==> config.mk <==
export PLATFORM = sky130hd
export DESIGN_NAME = one_time_session_token_table_unit
export DESIGN_NICKNAME = d
export VERILOG_FILES = /design/src/rtl/ottt_pkg.sv /design/src/rtl/ottt_slot_table.sv /design/src/rtl/one_time_session_token_table_unit.sv
export SDC_FILE = /design/constraint.sdc
export NUM_CORES = 2
export LEC_CHECK = 0
export BUFFER_PORTS_ARGS = -buffer_cell sky130_fd_sc_hd__buf_2
export CAP_MARGIN = 20
export CELL_PAD_IN_SITES_DETAIL_PLACEMENT = 1
export CELL_PAD_IN_SITES_GLOBAL_PLACEMENT = 1
export CORE_MARGIN = 3
export CORE_UTILIZATION = 40
export DETAILED_ROUTE_END_ITERATION = 12
export GPL_TIMING_DRIVEN = 0
export PLACE_DENSITY_LB_ADDON = 0.1
export SETUP_SLACK_MARGIN = 0.3
export SYNTH_ARGS = -nofsm -noshare
export SYNTH_HDL_FRONTEND = slang
export SYNTH_SLANG_ARGS = --single-unit
==> constraint.sdc <==
create_clock -name clk -period 35.5 [get_ports clk]
set_clock_uncertainty 0.1 [all_clocks]
set_input_delay 5.325 -clock clk [delete_from_list [all_inputs] [get_ports clk]]
set_output_delay 5.325 -clock clk [all_outputs]
set_load 0.02 [all_outputs]
==> src/rtl/ottt_pkg.sv <==
// ----------------------------------------------------------------------------
// ottt_pkg
// Shared types and constants of the one-time session token table: request
// codes, field widths, the input item and the table request/response groups.
// ----------------------------------------------------------------------------
package ottt_pkg;

  // Field widths
  localparam int TOKEN_W = 64;
  localparam int CTX_W   = 64;
  localparam int SECS_W  = 32;
  localparam int CNT_W   = 32;

  // Packed stream widths
  localparam int IN_TDATA_W  = CTX_W + SECS_W + TOKEN_W;
  localparam int OUT_TDATA_W = TOKEN_W + CTX_W;
  localparam int OUT_TUSER_W = 2;

  // Request codes
  typedef enum logic [0:0] {
    ACT_REGISTER = 1'b0,
    ACT_MATCH    = 1'b1
  } action_t;

  // One input item as held in the input register
  typedef struct packed {
    action_t                     action;
    logic [CTX_W-1:0]            session_context;
    logic [SECS_W-1:0]           time_seconds;
    logic [TOKEN_W-1:0]          lookup_token;
  } in_item_t;

  // Request into the slot table (token is the new token or the lookup token)
  typedef struct packed {
    logic                        en;
    action_t                     action;
    logic [TOKEN_W-1:0]          token;
    logic [CTX_W-1:0]            context_val;
  } tbl_req_t;

  // Response from the slot table
  typedef struct packed {
    logic                        full;
    logic                        hit;
    logic [CTX_W-1:0]            found_context;
  } tbl_resp_t;

endpackage

==> src/rtl/ottt_slot_table.sv <==
// ----------------------------------------------------------------------------
// ottt_slot_table
// Slot storage with per-slot token compare, lowest-free-slot priority encode
// and lowest-hit select. Updates the slots when a request is enabled.
// ----------------------------------------------------------------------------
module ottt_slot_table #(
  parameter int SLOT_COUNT = 16
) (
  input  logic                clk,
  input  logic                rst_n,
  input  ottt_pkg::tbl_req_t  req,
  output ottt_pkg::tbl_resp_t resp
);
  import ottt_pkg::*;

  localparam int IDX_W = (SLOT_COUNT > 1) ? $clog2(SLOT_COUNT) : 1;

  logic [SLOT_COUNT-1:0] slot_vld_r;
  logic [TOKEN_W-1:0]    slot_tok_r [SLOT_COUNT];
  logic [CTX_W-1:0]      slot_ctx_r [SLOT_COUNT];

  logic [SLOT_COUNT-1:0] match_vec;
  logic [IDX_W-1:0]      free_idx;
  logic                  free_any;
  logic [IDX_W-1:0]      hit_idx;
  logic                  hit_any;
  logic                  do_store;
  logic                  do_free;

  // Compare the token against every slot in parallel
  always_comb begin
    for (int i = 0; i < SLOT_COUNT; i++) begin
      match_vec[i] = slot_vld_r[i] && (slot_tok_r[i] == req.token);
    end
  end

  // Priority encode: lowest free slot and lowest matching slot
  always_comb begin
    free_idx = '0;
    free_any = 1'b0;
    hit_idx  = '0;
    hit_any  = 1'b0;
    for (int i = SLOT_COUNT - 1; i >= 0; i--) begin
      if (!slot_vld_r[i]) begin
        free_idx = IDX_W'(i);
        free_any = 1'b1;
      end
      if (match_vec[i]) begin
        hit_idx = IDX_W'(i);
        hit_any = 1'b1;
      end
    end
  end

  // Build the response for the current request
  always_comb begin
    resp.full          = (req.action == ACT_REGISTER) && !free_any;
    resp.hit           = (req.action == ACT_MATCH) && hit_any;
    resp.found_context = resp.hit ? slot_ctx_r[hit_idx] : '0;
  end

  assign do_store = req.en && (req.action == ACT_REGISTER) && free_any;
  assign do_free  = req.en && (req.action == ACT_MATCH) && hit_any;

  // Track slot occupancy
  always_ff @(posedge clk) begin
    if (!rst_n) begin
      slot_vld_r <= '0;
    end else begin
      if (do_store) begin
        slot_vld_r[free_idx] <= 1'b1;
      end
      if (do_free) begin
        slot_vld_r[hit_idx] <= 1'b0;
      end
    end
  end

  // Write token and context into the chosen free slot
  always_ff @(posedge clk) begin
    if (do_store) begin
      slot_tok_r[free_idx] <= req.token;
      slot_ctx_r[free_idx] <= req.context_val;
    end
  end

endmodule

==> src/rtl/one_time_session_token_table_unit.sv <==
// ----------------------------------------------------------------------------
// one_time_session_token_table_unit
// One-time session token table: issues tokens on register, finds and frees
// them on match.
// ----------------------------------------------------------------------------
// Usage:
//   The input stream carries one request per transaction: in_tuser selects
//   register (0) or match (1); in_tdata holds the context, the time in
//   seconds and the lookup token. Every request gives exactly one result
//   transaction on the output stream: issued token and matched context in
//   out_tdata, hit and table_full flags in out_tuser.
//   From input acceptance to out_tvalid, the request sits in the input
//   register while the slot compare, free-slot encode and counter update
//   resolve, and the result register loads once it is free.
//   Throughput is one request per cycle while the receiver does not stall,
//   set by the parallel compare over all SLOT_COUNT slots.
//   Reset empties the table and clears the issue counter; no clearing pass.
//   When the receiver stalls, the result is held and one more request is
//   taken into the input register; further input is then back-pressured.
// ----------------------------------------------------------------------------
module one_time_session_token_table_unit #(
  parameter int SLOT_COUNT = 16
) (
  input  logic                             clk,
  input  logic                             rst_n,
  input  logic                             in_tvalid,
  output logic                             in_tready,
  // [63:0] session_context, [95:64] time_seconds, [159:96] lookup_token
  input  logic [ottt_pkg::IN_TDATA_W-1:0]  in_tdata,
  // [0] action
  input  logic                             in_tuser,
  output logic                             out_tvalid,
  input  logic                             out_tready,
  // [63:0] new_token, [127:64] found_context
  output logic [ottt_pkg::OUT_TDATA_W-1:0] out_tdata,
  // [0] hit, [1] table_full
  output logic [ottt_pkg::OUT_TUSER_W-1:0] out_tuser
);
  import ottt_pkg::*;

  logic                   stg_vld_r;
  in_item_t               stg_item_r;
  logic                   out_vld_r;
  logic [OUT_TDATA_W-1:0] out_data_r;
  logic [OUT_TUSER_W-1:0] out_user_r;
  logic [CNT_W-1:0]       cnt_r;
  logic [CNT_W-1:0]       cnt_nxt;

  logic                   advance;
  logic                   in_take;
  logic [TOKEN_W-1:0]     issue_token;
  logic [TOKEN_W-1:0]     new_token;
  logic                   issued;
  tbl_req_t               req;
  tbl_resp_t              resp;

  // Move the staged request into the result register when it is free
  assign advance   = stg_vld_r && (!out_vld_r || out_tready);
  assign in_tready = !stg_vld_r || advance;
  assign in_take   = in_tvalid && in_tready;

  // Input register
  always_ff @(posedge clk) begin
    if (!rst_n) begin
      stg_vld_r <= 1'b0;
    end else if (in_tready) begin
      stg_vld_r <= in_tvalid;
    end
  end

  always_ff @(posedge clk) begin
    if (in_take) begin
      stg_item_r.action          <= action_t'(in_tuser);
      stg_item_r.session_context <= in_tdata[CTX_W-1:0];
      stg_item_r.time_seconds    <= in_tdata[CTX_W+SECS_W-1:CTX_W];
      stg_item_r.lookup_token    <= in_tdata[IN_TDATA_W-1:CTX_W+SECS_W];
    end
  end

  // Build the token and the table request
  assign issue_token = {stg_item_r.time_seconds, cnt_r};

  always_comb begin
    req.en          = advance;
    req.action      = stg_item_r.action;
    req.token       = (stg_item_r.action == ACT_REGISTER) ? issue_token
                                                          : stg_item_r.lookup_token;
    req.context_val = stg_item_r.session_context;
  end

  ottt_slot_table #(
    .SLOT_COUNT (SLOT_COUNT)
  ) u_slot_table (
    .clk  (clk),
    .rst_n(rst_n),
    .req  (req),
    .resp (resp)
  );

  assign issued    = (stg_item_r.action == ACT_REGISTER) && !resp.full;
  assign new_token = issued ? issue_token : '0;

  // Advance the issue counter on every stored token
  assign cnt_nxt = (advance && issued) ? cnt_r + CNT_W'(1) : cnt_r;

  always_ff @(posedge clk) begin
    if (!rst_n) begin
      cnt_r <= '0;
    end else begin
      cnt_r <= cnt_nxt;
    end
  end

  // Result register
  always_ff @(posedge clk) begin
    if (!rst_n) begin
      out_vld_r <= 1'b0;
    end else if (advance) begin
      out_vld_r <= 1'b1;
    end else if (out_tready) begin
      out_vld_r <= 1'b0;
    end
  end

  always_ff @(posedge clk) begin
    if (advance) begin
      out_data_r <= {resp.found_context, new_token};
      out_user_r <= {resp.full, resp.hit};
    end
  end

  assign out_tvalid = out_vld_r;
  assign out_tdata  = out_data_r;
  assign out_tuser  = out_user_r;

endmodule

==> flow_metrics.py <==
metrics = {
    "clock_tree": {
        "ctsHtreeMaxLevel": 5,
        "cts.path.max_buffers": 4,
        "cts_tree": "yes",
        "ctsHoldBuffers": 0,
        "cts.repair.resized": 0,
        "cts_inserted_buffers": 286,
        "post_cts.repair.setup_buffers": 0,
        "clk_latency_ns": 0.92,
        "clk_pin_slew_ns": 0.06,
        "clock-sinks": 2389,
        "cts-root-buf": "clkbuf_16",
    },
    "finish": {
        "instances_no_fill": 10300,
        "regArea_sq_um": 71200,
        "fill_cells": 23300,
        "area_delta_synth_final_pct": 18.4,
        "nets": 7022,
        "fin_area_sq_um": 117000,
        "layout-drive-gt1-share": 0.203,
        "multi_input_comb_area_sq_um": 25600,
    },
    "placed_design": {
        "finalWeightedCongestion": 0.976,
        "dpl_cell_area_sq_um": 108000,
        "io_buffers": 295,
        "dp_cells": 9768,
        "dpl.hpwl_um": 296000,
    },
    "grt": {
        "grt_pass1_vias": 63400,
        "antenna_found_initial": 67,
        "overflow": 0,
        "grt_usage": 0.338,
        "grt_max_degree": 73,
        "grt_pass1_wl_um": 572000,
    },
    "die": {
        "core-area_sq_um": 244000,
        "rows": 181,
        "start_util": 0.404,
        "die_w_um": 502,
        "die_h_um": 502,
        "die_area_sq_um": 252000,
        "io_pins": 297,
    },
    "routing": {
        "viasPerCell": 6.33,
        "wl_per_cell_um": 42.1,
        "dr_total_vias": 65200,
        "drtIter0Drc": 10600,
        "drc": 0,
        "drt-total-wl_um": 434000,
        "drtAntennaViolNets": 0,
        "dr.pass1.iters": 8,
    },
    "timing": {
        "fmax_mhz": 87.9,
        "setup_viol": 0,
        "finalSetupTns_ns": 0,
        "period_share": 0.320,
        "slew_headroom": 0.147,
        "finalHoldViolCount": 0,
        "worst_pin_slew_ns": 1.25,
        "holdWs_ns": 0.432,
        "slew_violations": 0,
        "fin_crit_ns": 11.38,
        "rsz0062_at_grt": "false",
    },
    "pwr": {
        "irDropWorstVdd_v": 0.0000460,
        "seq_power_share": 0.493,
        "total_power_mw": 6.40,
        "p_switching_mw": 1.55,
        "p_clk_frac": 0.433,
        "powerDensity_nw_per_um2": 54.9,
        "swShare": 0.243,
        "leakagePower_nw": 37.0,
        "p_comb_frac": 0.073,
        "internal_power_mw": 4.85,
    },
    "synth": {
        "postSynth.asyncResetShare": 0,
        "syn_area_sq_um": 98400,
        "synth_area_leaders": "edfxtp_1 (71%), xnor2_1 (7.7%), mux2_2 (2.9%)",
        "yosysWarnings": 0,
        "synth_nets": 6245,
        "synth_edf_count": 2339,
        "netlist.area_leader.share": 0.714,
        "yosysTopAreaCell": "edfxtp_1",
        "postSynthCellCount": 6079,
        "ys_seq_elements": 2389,
        "ys_seq_area_frac": 0.724,
        "syn_avg_cell_area_sq_um": 16.2,
        "synthFlopType": "edfxtp_1",
        "ys_types": 84,
    },
    "critical_path": {
        "crit_fanout": 4,
        "worstSetupPathType": "input port to primary output",
        "regToRegSetupSlack_ns": 26.47,
        "timing.rr.end": "out_tdata[68]",
        "required_ns": 30.08,
        "crit_path_end_kind": "primary output",
        "rr_worst_depth": 17,
        "arrival_ns": 5.95,
        "crit_start": "out_tready",
        "startpoint_type": "input port",
        "critPathCapture": "in_tready",
        "r2r-start": "req[128]",
    },
    "run": {
        "drv_cap": 0,
    },
    "worst_hold_path": {
        "hold_class": "flop to flop",
    },
    "status": {
        "status": "finished, final reports clean",
    },
}
## worst min path at each step
stage | start | endpoint | slack, ns | cells after the start
5_1_grt | stg_vld_r | out_tvalid | 0.49 | 1
2_1_floorplan | cnt_r[13] | cnt_r[13] | 0.38 | 2
4_1_cts | stg_vld_r | out_tvalid | 0.43 | 1
6_report | stg_vld_r | out_tvalid | 0.43 | 1
3_3_place_gp | stg_vld_r | out_tvalid | 0.41 | 1
3_5_place_dp | stg_vld_r | out_tvalid | 0.42 | 1
## registers in the layout, indices dropped and copies added (netlist names)
name and count:
cnt_r 32, u_slot_table.slot_tok_r 1024, issue_token 32, req 65, out_tuser 2, u_slot_table.slot_ctx_r 1024, u_slot_table.slot_vld_r 16, out_tdata 128
out_tvalid 1, stg_item_r 64, stg_vld_r 1
## routing by layer
layer	vias to the layer above	wire length, um	global-route usage
met3	1050	41500	0.0687
met2	4122	196000	0.523
met4	12	26500	0.180
met1	34400	170000	0.450
li1	25700	-	-
met5	-	100	0
## cell families after synthesis
family	share of synthesized area
DFF	0.724
and+or+nand+nor	0.0743
xor gates and xnor gates	0.0777
AOI/OAI and AO/OA	0.0525
muxes	0.0533
buffers and inverters	0.0183
adders and majority gates	0.000127
## cell type report
type	instances	area share
clock inverters	138	0.00928
well taps	3202	0.0344
clock buffers	338	0.0640
inverters	72	0.00238
diodes	53	0.00114
multi-input cells	3332	0.220
repair buffers	489	0.0447
plain buffers	286	0.0133
flip-flops and latches	2389	0.611
## power by group through the flow
stage | Sequential [mW] | Clock (mW) | Combinational (mW)
final | 3.16 | 2.77 | 0.470
after global routing | 3.16 | 2.91 | 0.461
after CTS | 3.16 | 2.81 | 0.451
after detailed placement | 3.22 | 0 | 0.449
after global placement | 3.22 | 0 | 0.417
after floorplan | 3.22 | 0 | 0.165
## layout by cell type (no fill, tap or decap), types with 41 or more instances in the layout
cell type,n
buf_12,104
o22ai_1,54
xnor2_1,861
inv_2,59
nor3_1,59
nor2_1,131
buf_6,45
clkbuf_16,291
nand3_1,187
o21ai_0,60
a221oi_1,99
a21oi_1,41
dfxtp_1,50
buf_16,43
diode_2,53
clkinv_2,46
and2_1,66
mux2i_1,80
mux2_1,69
mux2_2,250
buf_4,49
edfxtp_1,2339
clkinv_1,61
a22o_1,71
clkbuf_1,146
nand4_1,104
o2111ai_1,84
a222oi_1,63
nand2_1,269
nor4_1,369
buf_2,394
## metrics by stage
| step | setup slack, ns | util |
|---|---|---|
| 2_1_floorplan | 20.37 | - |
| 3_3_place_gp | 11.86 | 0.426 |
| 3_5_place_dp | 24.12 | 0.442 |
| 4_1_cts | 24.11 | 0.477 |
| 5_1_grt | 24.02 | 0.477 |
| 6_report | 24.12 | 0.478 |
## worst max-delay path, cell delays in order
cell and delay (ns):
buf_2 0.09, nor2b_1 0.24, nand2_1 0.12, buf_2 0.17
## cell usage after synthesis, types with 18 or more instances
cell type,count
mux2_2,250
a22oi_1,32
nand3_1,187
nor3b_1,36
mux2i_1,86
a221oi_1,99
buf_2,91
inv_1,72
o22ai_1,54
nor2_1,147
a22o_1,71
nor4_1,379
a2111oi_0,18
xnor2_1,861
dfxtp_1,50
o2bb2ai_1,22
edfxtp_1,2339
nor3_1,60
mux2i_4,25
a21oi_1,41
nand2_1,269
buf_6,23
o21ai_0,60
or3_1,19
and2_1,67
mux2_1,69
clkbuf_1,114
buf_4,40
a222oi_1,63
o2111ai_1,84
or4_1,20
nand4_1,104
a211oi_1,27
Power figures use the tool's default switching activity.
